==> config.mk <==
export PLATFORM = sky130hd
export DESIGN_NAME = partition_fit_allocator_unit
export DESIGN_NICKNAME = d
export VERILOG_FILES = /design/src/hdl/pfa_pkg.sv /design/src/hdl/pfa_ctrl.sv /design/src/hdl/pfa_datapath.sv /design/src/hdl/partition_fit_allocator_unit.sv
export SDC_FILE = /design/constraint.sdc
export NUM_CORES = 1
export LEC_CHECK = 0
export BUFFER_PORTS_ARGS = -buffer_cell sky130_fd_sc_hd__buf_2
export CORE_UTILIZATION = 57
export DETAILED_ROUTE_END_ITERATION = 7
export HOLD_SLACK_MARGIN = 0.02
export PLACE_DENSITY = 0.77
export SLEW_MARGIN = 20
export SYNTH_ARGS = -nofsm -noshare
export SYNTH_HDL_FRONTEND = slang
export SYNTH_SLANG_ARGS = --single-unit
export TNS_END_PERCENT = 30
==> constraint.sdc <==
create_clock -name i_clk -period 5.95 [get_ports i_clk]
set_input_delay 0.595 -clock i_clk [delete_from_list [all_inputs] [get_ports i_clk]]
set_output_delay 0.595 -clock i_clk [all_outputs]
set_load 0.02 [all_outputs]
==> src/hdl/pfa_pkg.sv <==
// Shared types and constants for the partition fit allocator.
package pfa_pkg;

    localparam int NUM_BLOCKS = 16;
    localparam int SIZE_BITS  = 16;
    localparam int IDX_W      = (NUM_BLOCKS > 1) ? $clog2(NUM_BLOCKS) : 1;
    localparam int CNT_W      = $clog2(NUM_BLOCKS + 1);

    localparam int OPCODE_W   = 2;
    localparam int INDEX_W    = 4;
    localparam int AMOUNT_W   = 16;
    localparam int STATUS_W   = 2;
    localparam int CHOSEN_W   = 4;
    localparam int LEFT_W     = 16;
    localparam int IN_TDATA_W  = 24;
    localparam int OUT_TDATA_W = 24;

    localparam int STRAT_W    = 2;
    localparam int BCOUNT_W   = 5;
    localparam int CFG_DATA_W = 5;

    localparam logic CFG_STRATEGY    = 1'b0;
    localparam logic CFG_BLOCK_COUNT = 1'b1;

    localparam logic [STRAT_W-1:0] STRAT_BEST  = 2'd1;
    localparam logic [STRAT_W-1:0] STRAT_WORST = 2'd2;

    typedef enum logic [OPCODE_W-1:0] {
        OP_LOAD    = 2'd0,
        OP_RESTART = 2'd1,
        OP_ALLOC   = 2'd2,
        OP_NONE    = 2'd3
    } t_opcode;

    typedef enum logic [STATUS_W-1:0] {
        ST_ALLOCATED = 2'd0,
        ST_NO_FIT    = 2'd1,
        ST_LOADED    = 2'd2,
        ST_RESTARTED = 2'd3
    } t_status;

    typedef struct packed {
        logic    accept;
        logic    load_wr;
        logic    copy;
        logic    scan;
        logic    alloc_wr;
        logic    out_ld;
        t_status out_status;
    } t_dp_cmd;

    typedef struct packed {
        logic copy_last;
        logic scan_end;
        logic found;
        logic first_fit;
    } t_dp_stat;

endpackage

==> src/hdl/pfa_ctrl.sv <==
// Sequencing state machine and output valid for the partition fit allocator.
module pfa_ctrl
    import pfa_pkg::*;
(
    input  logic                i_clk,
    input  logic                i_rst_n,
    input  logic                i_s_tvalid,
    input  logic [OPCODE_W-1:0] i_s_tuser,
    output logic                o_s_tready,
    output logic                o_m_tvalid,
    input  logic                i_m_tready,
    input  t_dp_stat            i_stat,
    output t_dp_cmd             o_cmd
);

    typedef enum logic [5:0] {
        S_IDLE  = 6'b000001,
        S_LOAD  = 6'b000010,
        S_COPY  = 6'b000100,
        S_SCAN  = 6'b001000,
        S_WRITE = 6'b010000,
        S_DONE  = 6'b100000
    } t_state;

    t_state  r_state, n_state;
    t_status r_res_status, n_res_status;
    logic    r_out_valid, n_out_valid;

    always_comb begin
        o_cmd        = '0;
        n_state      = r_state;
        n_res_status = r_res_status;
        unique case (r_state)
            S_IDLE: begin
                if (i_s_tvalid) begin
                    o_cmd.accept = 1'b1;
                    unique case (t_opcode'(i_s_tuser))
                        OP_LOAD:    n_state = S_LOAD;
                        OP_RESTART: n_state = S_COPY;
                        OP_ALLOC:   n_state = S_SCAN;
                        OP_NONE: begin
                            n_res_status = ST_NO_FIT;
                            n_state      = S_DONE;
                        end
                        default:    n_state = S_IDLE;
                    endcase
                end
            end
            S_LOAD: begin
                o_cmd.load_wr = 1'b1;
                n_res_status  = ST_LOADED;
                n_state       = S_DONE;
            end
            S_COPY: begin
                o_cmd.copy = 1'b1;
                if (i_stat.copy_last) begin
                    n_res_status = ST_RESTARTED;
                    n_state      = S_DONE;
                end
            end
            S_SCAN: begin
                if (i_stat.scan_end || (i_stat.found && i_stat.first_fit)) begin
                    if (i_stat.found) begin
                        n_state = S_WRITE;
                    end else begin
                        n_res_status = ST_NO_FIT;
                        n_state      = S_DONE;
                    end
                end else begin
                    o_cmd.scan = 1'b1;
                end
            end
            S_WRITE: begin
                o_cmd.alloc_wr = 1'b1;
                n_res_status   = ST_ALLOCATED;
                n_state        = S_DONE;
            end
            S_DONE: begin
                if (!r_out_valid || i_m_tready) begin
                    o_cmd.out_ld = 1'b1;
                    n_state      = S_IDLE;
                end
            end
            default: n_state = S_IDLE;
        endcase
        o_cmd.out_status = r_res_status;
    end

    always_comb begin
        n_out_valid = r_out_valid;
        if (o_cmd.out_ld) begin
            n_out_valid = 1'b1;
        end else if (i_m_tready) begin
            n_out_valid = 1'b0;
        end
    end

    always_ff @(posedge i_clk) begin
        if (!i_rst_n) begin
            r_state      <= S_IDLE;
            r_res_status <= ST_NO_FIT;
            r_out_valid  <= 1'b0;
        end else begin
            r_state      <= n_state;
            r_res_status <= n_res_status;
            r_out_valid  <= n_out_valid;
        end
    end

    assign o_s_tready = (r_state == S_IDLE);
    assign o_m_tvalid = r_out_valid;

`ifndef NO_ASSERTIONS
    a_out_held: assert property (@(posedge i_clk) disable iff (!i_rst_n)
        r_out_valid && !i_m_tready |=> r_out_valid)
        else $error("pending result dropped");

    a_write_after_scan: assert property (@(posedge i_clk) disable iff (!i_rst_n)
        (r_state == S_WRITE) |-> $past(r_state == S_SCAN))
        else $error("allocation write without scan");

    a_load_free: assert property (@(posedge i_clk) disable iff (!i_rst_n)
        o_cmd.out_ld |-> (!r_out_valid || i_m_tready))
        else $error("result register overwritten");

    a_accept_busy: assert property (@(posedge i_clk) disable iff (!i_rst_n)
        i_s_tvalid && o_s_tready |=> (r_state != S_IDLE))
        else $error("accepted item not started");
`endif

endmodule

==> src/hdl/pfa_datapath.sv <==
// Block table, scan unit, configuration registers and result register.
module pfa_datapath
    import pfa_pkg::*;
(
    input  logic                   i_clk,
    input  logic                   i_rst_n,
    input  logic                   i_cfg_wr_en,
    input  logic                   i_cfg_index,
    input  logic [CFG_DATA_W-1:0]  i_cfg_data,
    input  logic [IN_TDATA_W-1:0]  i_s_tdata,
    input  t_dp_cmd                i_cmd,
    output t_dp_stat               o_stat,
    output logic [OUT_TDATA_W-1:0] o_m_tdata,
    output logic [STATUS_W-1:0]    o_m_tuser
);

    logic [STRAT_W-1:0]   r_strategy;
    logic [BCOUNT_W-1:0]  r_block_count;
    logic [SIZE_BITS-1:0] r_size [NUM_BLOCKS];
    logic [SIZE_BITS-1:0] r_rem  [NUM_BLOCKS];
    logic [INDEX_W-1:0]   r_idx;
    logic [SIZE_BITS-1:0] r_amt;
    logic [CNT_W-1:0]     r_cnt;
    logic                 r_found;
    logic [IDX_W-1:0]     r_pick;
    logic [SIZE_BITS-1:0] r_best;
    logic [STATUS_W-1:0]  r_out_status;
    logic [CHOSEN_W-1:0]  r_out_chosen;
    logic [LEFT_W-1:0]    r_out_left;

    logic [IDX_W-1:0]     w_ptr;
    logic [SIZE_BITS-1:0] w_rem;
    logic [SIZE_BITS-1:0] w_left;
    logic                 w_elig;
    logic                 w_take;
    logic                 w_first_fit;

    assign w_ptr       = r_cnt[IDX_W-1:0];
    assign w_rem       = r_rem[w_ptr];
    assign w_left      = w_rem - r_amt;
    assign w_elig      = (w_rem != '0) && (w_rem >= r_amt);
    assign w_first_fit = (r_strategy != STRAT_BEST) && (r_strategy != STRAT_WORST);
    assign w_take      = w_elig && (!r_found
                       || ((r_strategy == STRAT_BEST) && (w_left < r_best))
                       || ((r_strategy == STRAT_WORST) && (w_left > r_best)));

    assign o_stat.copy_last = (32'(r_cnt) == NUM_BLOCKS - 1);
    assign o_stat.scan_end  = (32'(r_cnt) >= 32'(r_block_count))
                           || (32'(r_cnt) >= NUM_BLOCKS);
    assign o_stat.found     = r_found;
    assign o_stat.first_fit = w_first_fit;

    always_ff @(posedge i_clk) begin
        if (!i_rst_n) begin
            r_strategy    <= '0;
            r_block_count <= '0;
        end else if (i_cfg_wr_en) begin
            if (i_cfg_index == CFG_STRATEGY) begin
                r_strategy <= i_cfg_data[STRAT_W-1:0];
            end else begin
                r_block_count <= i_cfg_data[BCOUNT_W-1:0];
            end
        end
    end

    always_ff @(posedge i_clk) begin
        if (!i_rst_n) begin
            for (int k = 0; k < NUM_BLOCKS; k++) begin
                r_size[k] <= '0;
                r_rem[k]  <= '0;
            end
        end else if (i_cmd.load_wr) begin
            if (32'(r_idx) < NUM_BLOCKS) begin
                r_size[IDX_W'(r_idx)] <= r_amt;
                r_rem[IDX_W'(r_idx)]  <= r_amt;
            end
        end else if (i_cmd.copy) begin
            r_rem[w_ptr] <= r_size[w_ptr];
        end else if (i_cmd.alloc_wr) begin
            r_rem[r_pick] <= r_best;
        end
    end

    always_ff @(posedge i_clk) begin
        if (!i_rst_n) begin
            r_cnt   <= '0;
            r_found <= 1'b0;
        end else if (i_cmd.accept) begin
            r_cnt   <= '0;
            r_found <= 1'b0;
        end else if (i_cmd.copy || i_cmd.scan) begin
            r_cnt <= r_cnt + 1'b1;
            if (i_cmd.scan && w_take) begin
                r_found <= 1'b1;
            end
        end
    end

    always_ff @(posedge i_clk) begin
        if (i_cmd.accept) begin
            r_idx <= i_s_tdata[INDEX_W-1:0];
            r_amt <= SIZE_BITS'(i_s_tdata[INDEX_W +: AMOUNT_W]);
        end
        if (i_cmd.scan && w_take) begin
            r_pick <= w_ptr;
            r_best <= w_left;
        end
        if (i_cmd.out_ld) begin
            r_out_status <= i_cmd.out_status;
            if (i_cmd.out_status == ST_ALLOCATED) begin
                r_out_chosen <= CHOSEN_W'(r_pick);
                r_out_left   <= LEFT_W'(r_best);
            end else begin
                r_out_chosen <= '0;
                r_out_left   <= '0;
            end
        end
    end

    assign o_m_tdata = {(OUT_TDATA_W - LEFT_W - CHOSEN_W)'(0), r_out_left, r_out_chosen};
    assign o_m_tuser = r_out_status;

endmodule

==> src/hdl/partition_fit_allocator_unit.sv <==
// Top level of the partition fit allocator: controller plus datapath.
//
// Keeps a table of NUM_BLOCKS memory blocks (size, remaining capacity) and
// places requests by first, best or worst fit. Items arrive on s_axis_*
// (opcode in tuser; block index and amount in tdata), one result per item
// leaves on m_axis_* (status in tuser; chosen block and leftover in tdata).
// Strategy and block count are set through i_cfg_* while the block is idle;
// the user must keep to this, as the block itself does not enforce it. From
// accept to result in the output register: load writes the entry, opcode three
// goes straight to the result, restart copies one entry per cycle, allocate
// examines one entry per cycle in the scan unit up to the block count (first
// fit stops at its hit). The next item is taken once the previous one is in
// the output register, so one finished result may wait on m_axis while the
// next is worked on. A stalled receiver holds the result; work then halts
// before delivery. Reset (synchronous, active low) clears the table, both
// config registers and all handshake state; the block is ready once reset is released.
module partition_fit_allocator_unit
    import pfa_pkg::*;
(
    input  logic                   i_clk,
    input  logic                   i_rst_n,
    input  logic                   i_cfg_wr_en,
    input  logic                   i_cfg_index,
    input  logic [CFG_DATA_W-1:0]  i_cfg_data,
    input  logic                   s_axis_tvalid,
    output logic                   s_axis_tready,
    input  logic [IN_TDATA_W-1:0]  s_axis_tdata,  // block_index, amount, pad
    input  logic [OPCODE_W-1:0]    s_axis_tuser,  // opcode
    output logic                   m_axis_tvalid,
    input  logic                   m_axis_tready,
    output logic [OUT_TDATA_W-1:0] m_axis_tdata,  // chosen_block, left_over, pad
    output logic [STATUS_W-1:0]    m_axis_tuser   // status
);

    t_dp_cmd  w_cmd;
    t_dp_stat w_stat;

    pfa_ctrl u_ctrl (
        .i_clk      (i_clk),
        .i_rst_n    (i_rst_n),
        .i_s_tvalid (s_axis_tvalid),
        .i_s_tuser  (s_axis_tuser),
        .o_s_tready (s_axis_tready),
        .o_m_tvalid (m_axis_tvalid),
        .i_m_tready (m_axis_tready),
        .i_stat     (w_stat),
        .o_cmd      (w_cmd)
    );

    pfa_datapath u_datapath (
        .i_clk       (i_clk),
        .i_rst_n     (i_rst_n),
        .i_cfg_wr_en (i_cfg_wr_en),
        .i_cfg_index (i_cfg_index),
        .i_cfg_data  (i_cfg_data),
        .i_s_tdata   (s_axis_tdata),
        .i_cmd       (w_cmd),
        .o_stat      (w_stat),
        .o_m_tdata   (m_axis_tdata),
        .o_m_tuser   (m_axis_tuser)
    );

endmodule

==> impl_metrics.ini, run 1 <==
[synth]
synth_top_area_frac = 0.6300
synth-compound-area-share = 0.03659
syn-cell-area_um2 = 27360
synth_mux_area_frac = 0.1294
synthCells = 1943
ys.flop_type = edfxtp_1
avgSynthCellArea_um2 = 14.08
yosysSeqAreaShare = 0.6490
synthXorXnorAreaFrac = 0.006083
synth_area_leaders = edfxtp_1, mux4_2, nor2_1
yosys.area_share.simple = 0.1233
synth.most_common_cell = edfxtp_1
yosys.cell_types.count = 59
synthArstFlopShare = 0
synth_top_family_by_area = multiplexers
synth_commonest_cells = edfxtp_1, nor2_1, nor3_1, mux4_2, clkbuf_1
synth_edf_count = 574
synth_warnings = 0
synthAdderAreaFrac = 0.01948
yosysTopAreaCell = edfxtp_1
yosys_register_bits = 600

[die]
pin_count = 65
rows = 79
initial_utilization = 0.5827
die_width_um = 221.1
die-area_um2 = 48880
core_um2 = 46950
die_h_um = 221.1

[global_routing]
grt_pass1_vias = 17250
grt.overflow.total = 0
grt_max_degree = 69
antenna_found_initial = 1
grt_usage = 0.2833
grt_pass1_wl_mm = 104.1

[drt]
routed_via_density = 6.691
drt_first_pass_iters = 5
drc = 0
wl_mm = 68.63
final_antenna_net_count = 0
wire_per_inst_um = 26.52
drt_iter0_drc = 2524
vias = 17320

[power_and_ir_drop]
switching_share = 0.2822
intPower_mw = 7.550
ir_drop_mv = 0.3306
switchingPower_mw = 2.968
p_clk_frac = 0.366
pwr-share-comb = 0.162
p_seq_frac = 0.472
leakage_nw = 10.38
powerDensity_nw_per_um2 = 348.2
total_power_mw = 10.52

[hold_path]
hold_class = in2reg
hold_end = u_datapath.r_amt[12]
min_from = s_axis_tdata[16]
holdPathStages = 1

[job]
max-cap-violations = 0

[sta]
skew_ns = 0.01741
drv_slew = 0
slew-limit-headroom = 0.2640
hold_viol_final = 0
fmax_mhz = 175.5
rsz0062_at_grt = no
tightest_slew_ns = 1.104
post-route-period-util = 0.9576
min_period_ns = 5.697
setup_tns_ns = 0
fin_ws_ns = 0.2525
setup_viol = 0

[critical_path]
cp_max_fo = 23
crit_required_ns = 6.27
path_delay_family = compound AO/OA/AOI/OAI gates
crit_chain = buf_12, buf_4, mux4_2, mux4_2, ha_1, o2111ai_1, a21oi_1, o221ai_1, a21oi_2, nor2_1, a311o_1, ha_1, nand3_1, nor2_1, nand2_1, a211oi_2, a2111oi_2, buf_4, mux2i_1, a21boi_2, buf_12
cp-start-kind = flip-flop
arrival_ns = 6.02
end_kind = flip-flop
r2r_end = u_datapath.r_best[12]
slowest_stage = mux4_2
rrSetupSlack_ns = 0.25
cp_slowest_stage_delay_ns = 0.52
reg2reg_depth = 21
critPathKind = reg2reg
cp_num_buf_inv = 4

[finish]
antenna_cells = 0
fin_area_um2 = 30200
multi_input_area_um2 = 8797
seq_area_um2 = 17760
num-nets-final = 2011
fill_cells = 3158
area_growth_pct = 10.40
layout-drive-gt1-share = 0.1969

[clock_tree]
clk_root_buffer_cell = clkbuf_16
cts_buffer_depth = 3
cts_tree = built
clkTransAtPathRegs_ns = 0.06
h-tree-depth = 2
numCtsBuffers = 60
holdBufCountCts = 0
cts.sinks = 600
worstSkewPairLatency_ns = 0.62

[placed_design]
dpl-instance-area_um2 = 28140
dp_slack_ns = 0.2698
place.port_buffers = 56
dp_hpwl_mm = 42.24
routabilityCongestion = 0.9430

[status]
outcome = finished, final reports clean
final cells by class:
| class | count | share of cell area |
|---|---|---|
| Clock inverter | 26 | 0.009196 |
| Timing Repair Buffer | 105 | 0.02353 |
| Clock buffer | 85 | 0.05650 |
| Sequential cell | 600 | 0.5882 |
| Tap cell | 607 | 0.02514 |
| Inverter | 50 | 0.006214 |
| Multi-Input combinational cell | 1115 | 0.2913 |
cells in the final DEF, fill, tap and decap left out, drive strengths merged, types with 21 or more instances in the layout:
cell type and count:
dfxtp 26, clkbuf 86, a21oi 45, nor4 70, nor2b 21, ha 41
nor3 211, buf 104, o21ai 28, inv 36, nor2 302, mux4 143
mux2i 32, clkinv 33, edfxtp 574, nand2 69
how the worst max path moves through the flow:
stage / startpoint / end / slack [ns] / cells past startpoint
2_1_floorplan: flip-flop / u_datapath.r_best[0] / 0.07 / 22
3_3_place_gp: flip-flop / u_datapath.r_best[10] / 0.32 / 22
3_5_place_dp: flip-flop / u_datapath.r_best[9] / 0.27 / 22
4_1_cts: flip-flop / u_datapath.r_best[12] / 0.16 / 22
5_1_grt: flip-flop / u_datapath.r_best[12] / 0.02 / 21
6_report: flip-flop / u_datapath.r_best[12] / 0.25 / 21
sequential cells by signal, indices dropped and copies added (netlist names), 5 cells and up, named ones only:
| signal | count |
|---|---|
| u_datapath.r_out_left | 16 |
| u_datapath.r_best | 16 |
| u_datapath.r_amt | 16 |
| u_datapath.r_rem | 256 |
| u_datapath.r_block_count | 5 |
| u_ctrl.r_state | 6 |
| u_datapath.r_size | 256 |
| u_datapath.r_cnt | 5 |
kinds of logic after synthesis:
| group | after synthesis |
|---|---|
| simple gates | 729 |
| flops | 600 |
| buf+inv | 231 |
| mux | 175 |
| compound gates | 146 |
| fa+ha+maj | 42 |
| xor+xnor | 19 |
| other cells | 1 |
worst reg2reg max path, stage by stage (launching register included):
cell and delay (ns):
dfxtp_4 0.37, buf_12 0.23, buf_4 0.22, mux4_2 0.52
mux4_2 0.52, ha_1 0.40, o2111ai_1 0.18, a21oi_1 0.24
o221ai_1 0.23, a21oi_2 0.25, nor2_1 0.08, a311o_1 0.35
ha_1 0.32, nand3_1 0.10, nor2_1 0.05, nand2_1 0.16
a211oi_2 0.08, a2111oi_2 0.37, buf_4 0.20, mux2i_1 0.09
a21boi_2 0.23, buf_12 0.19
metrics by stage:
stage | utilization | std cells | hold slack (ns)
3_3_place_gp | 0.5994 | 2476 | 0.4590
3_5_place_dp | 0.5994 | 2476 | 0.4598
6_report | 0.6433 | 2588 | 0.1460
4_1_cts | 0.6417 | 2587 | 0.1201
5_1_grt | 0.6433 | 2588 | 0.1238
2_1_floorplan | - | 1946 | 0.4064
power by group through the flow:
stage          Clock, mW  Sequential [mW]  Combinational [mW]
3_3_place_gp           0             5.04                1.60
6_report            3.85             4.97                1.71
2_1_floorplan          0             5.00                1.14
3_5_place_dp           0             5.05                1.64
4_1_cts             3.85             4.97                1.65
5_1_grt             4.01             4.98                1.82
what timing repair did:
action	CTS	global route
setup buffers	0	0
resized for setup	0	7
setup endpoints to repair	0	20
layer usage:
layer	GRT usage	vias up	wire, µm
met5	0	-	13
li1	-	7386	-
met1	0.3929	8665	25910
met4	0.1101	2	2325
met3	0.06971	178	7859
met2	0.4368	1086	32520
Note: power is estimated with default switching activity, not from simulation.
==> inputs of run 2 (changes only) <==
--- a/config.mk
+++ b/config.mk
@@ -6,10 +6,14 @@
 export NUM_CORES = 1
 export LEC_CHECK = 0
 export BUFFER_PORTS_ARGS = -buffer_cell sky130_fd_sc_hd__buf_2
-export CORE_UTILIZATION = 57
+export CELL_PAD_IN_SITES_DETAIL_PLACEMENT = 0
+export CELL_PAD_IN_SITES_GLOBAL_PLACEMENT = 1
+export CORE_UTILIZATION = 48
 export DETAILED_ROUTE_END_ITERATION = 7
 export HOLD_SLACK_MARGIN = 0.02
-export PLACE_DENSITY = 0.77
+export PLACE_DENSITY_LB_ADDON = 0.1
+export RECOVER_POWER = 50
+export SETUP_SLACK_MARGIN = 0.02
 export SLEW_MARGIN = 20
 export SYNTH_ARGS = -nofsm -noshare
 export SYNTH_HDL_FRONTEND = slang
==> run 2 against run 1 <==
The run now ends with max-capacitance violations, max-slew violations left. Design area grew 0.44%. Worst setup slack gained 0.16 ns. Total power is 1.1% higher.
==> impl_metrics.ini, run 2 (synthesis results as in run 1) <==
[sta]
drv_slew = 335
tightest_slew_ns = 3.416
fin_ws_ns = 0.4129
setup_viol = 0
setup_tns_ns = 0
skew_ns = 0.03422
min_period_ns = 5.537
fmax_mhz = 180.6
rsz0062_at_grt = no
slew-limit-headroom = -1.278
hold_viol_final = 0
post-route-period-util = 0.9306

[die]
die_width_um = 240.7
rows = 87
initial_utilization = 0.4852
core_um2 = 56390
die-area_um2 = 57960
pin_count = 65
die_h_um = 240.7

[placed_design]
dp_hpwl_mm = 47.53
routabilityCongestion = 0.9622
dp_slack_ns = 0.3302
place.port_buffers = 56

[global_routing]
use_met1 = 0.3773
grt_usage = 0.2624
busiest_layer = met2
use_met3 = 0.04587
antenna_found_initial = 1
grtUsageMet2 = 0.4091
grt_pass1_wl_mm = 109.1
grt_pass1_vias = 16620
grt.overflow.total = 0
grt_max_degree = 69

[finish]
area_growth_pct = 10.88
final_cell_mix = edfxtp_1, nor2_1, nor3_1
num-nets-final = 2030
final_common_cell = edfxtp_1
antenna_cells = 0
postLayoutCoreUtil = 0.5380
top_regs = u_datapath.r_rem x256, u_datapath.r_size x256
layout-drive-gt1-share = 0.1747

[drt]
wl_mm = 74.71
routed_via_density = 6.088
drt_iter0_drc = 1671
final_antenna_net_count = 0
vias = 16770
wire_per_inst_um = 27.13
drc = 0
drt_first_pass_iters = 5

[critical_path]
cp_max_fo = 31
arrival_ns = 5.82
reg2reg_depth = 20
end_kind = flip-flop
crit_required_ns = 6.24
critPathKind = reg2reg
cp-start-kind = flip-flop

[clock_tree]
worstSkewPairLatency_ns = 0.61
cts_buffer_depth = 3
holdBufCountCts = 0
cts.sinks = 600
cts_tree = built
clkTransAtPathRegs_ns = 0.06
clk_root_buffer_cell = clkbuf_16
post_cts_buffers = 0
h-tree-depth = 3
numCtsBuffers = 67

[hold_path]
hold_class = in2reg
min_from = s_axis_tdata[18]
holdPathStages = 1

[power_and_ir_drop]
powerDensity_nw_per_um2 = 350.5
ir_drop_mv = 0.2254
leakage_nw = 10.31

[status]
violations = max-capacitance violations, max-slew violations
outcome = finished with violations

[job]
max-cap-violations = 14
==> run 2: report_power, final <==
group          leakage, nW  internal (mW)  switching [mW]
clock                 1.00           2.26            1.67
sequential            6.08           4.85          0.0992
combinational         3.23          0.450            1.31
total                 10.3           7.55            3.08
==> run 2: path summary, 6_finish.rpt <==
kind | end | slack, ns
worst min register to register | u_datapath.r_block_count[4] | 0.47
worst max register to register | u_datapath.r_best[7] | 0.41
worst max-delay path | u_datapath.r_best[7] | 0.41
worst min-delay path | u_datapath.r_amt[14] | 0.16
==> run 2: stage by stage <==
stage / power (mW) / area (µm²) / hold slack (ns) / cells
4_1_cts: 10.71 / 30490 / 0.1298 / 2754
3_3_place_gp: 6.774 / 28440 / 0.4569 / 2638
5_1_grt: 11.00 / 30340 / 0.1444 / 2754
6_report: 10.63 / 30340 / 0.1592 / 2754
2_1_floorplan: 6.134 / 27370 / 0.4064 / 1946
3_5_place_dp: 6.803 / 28450 / 0.4652 / 2638
==> run 2: what timing repair did <==
action,CTS,global route
hold endpoints to repair,0,0
gates resized for setup,0,3
setup endpoints to repair,0,20
==> run 2: area by class of cell <==
cell class / count / area, µm²
repair buffers: 117 / 706.9
fillers: 4802 / 26050
flip-flops and latches: 600 / 17770
clock inverters: 33 / 264.0
multi-input cells: 1115 / 8687
inverters: 50 / 187.7
well taps: 756 / 945.9
clock buffers: 83 / 1779
==> run 2: routing by layer <==
layer,wire (µm),share of wire,vias up
li1,-,-,7434
met1,32580,0.44,8573
met2,34920,0.47,650
met3,5500,0.074,108
met4,1707,0.023,0
met5,0,0,-
==> run 2: critical path: stages (launching register included) <==
cell and delay [ns]:
dfxtp_4 0.39, buf_12 0.25, mux4_2 0.60, mux4_2 0.55, ha_1 0.32, nor2b_1 0.18, o2111ai_1 0.17, a21oi_1 0.22
o221ai_1 0.19, a21oi_1 0.28, nor2_1 0.08, a311o_1 0.37, ha_1 0.32, nand3_1 0.10, nor2_1 0.05, nand2_1 0.08
a211oi_1 0.06, a2111oi_2 0.40, mux2i_1 0.15, a21boi_2 0.22, buf_12 0.18
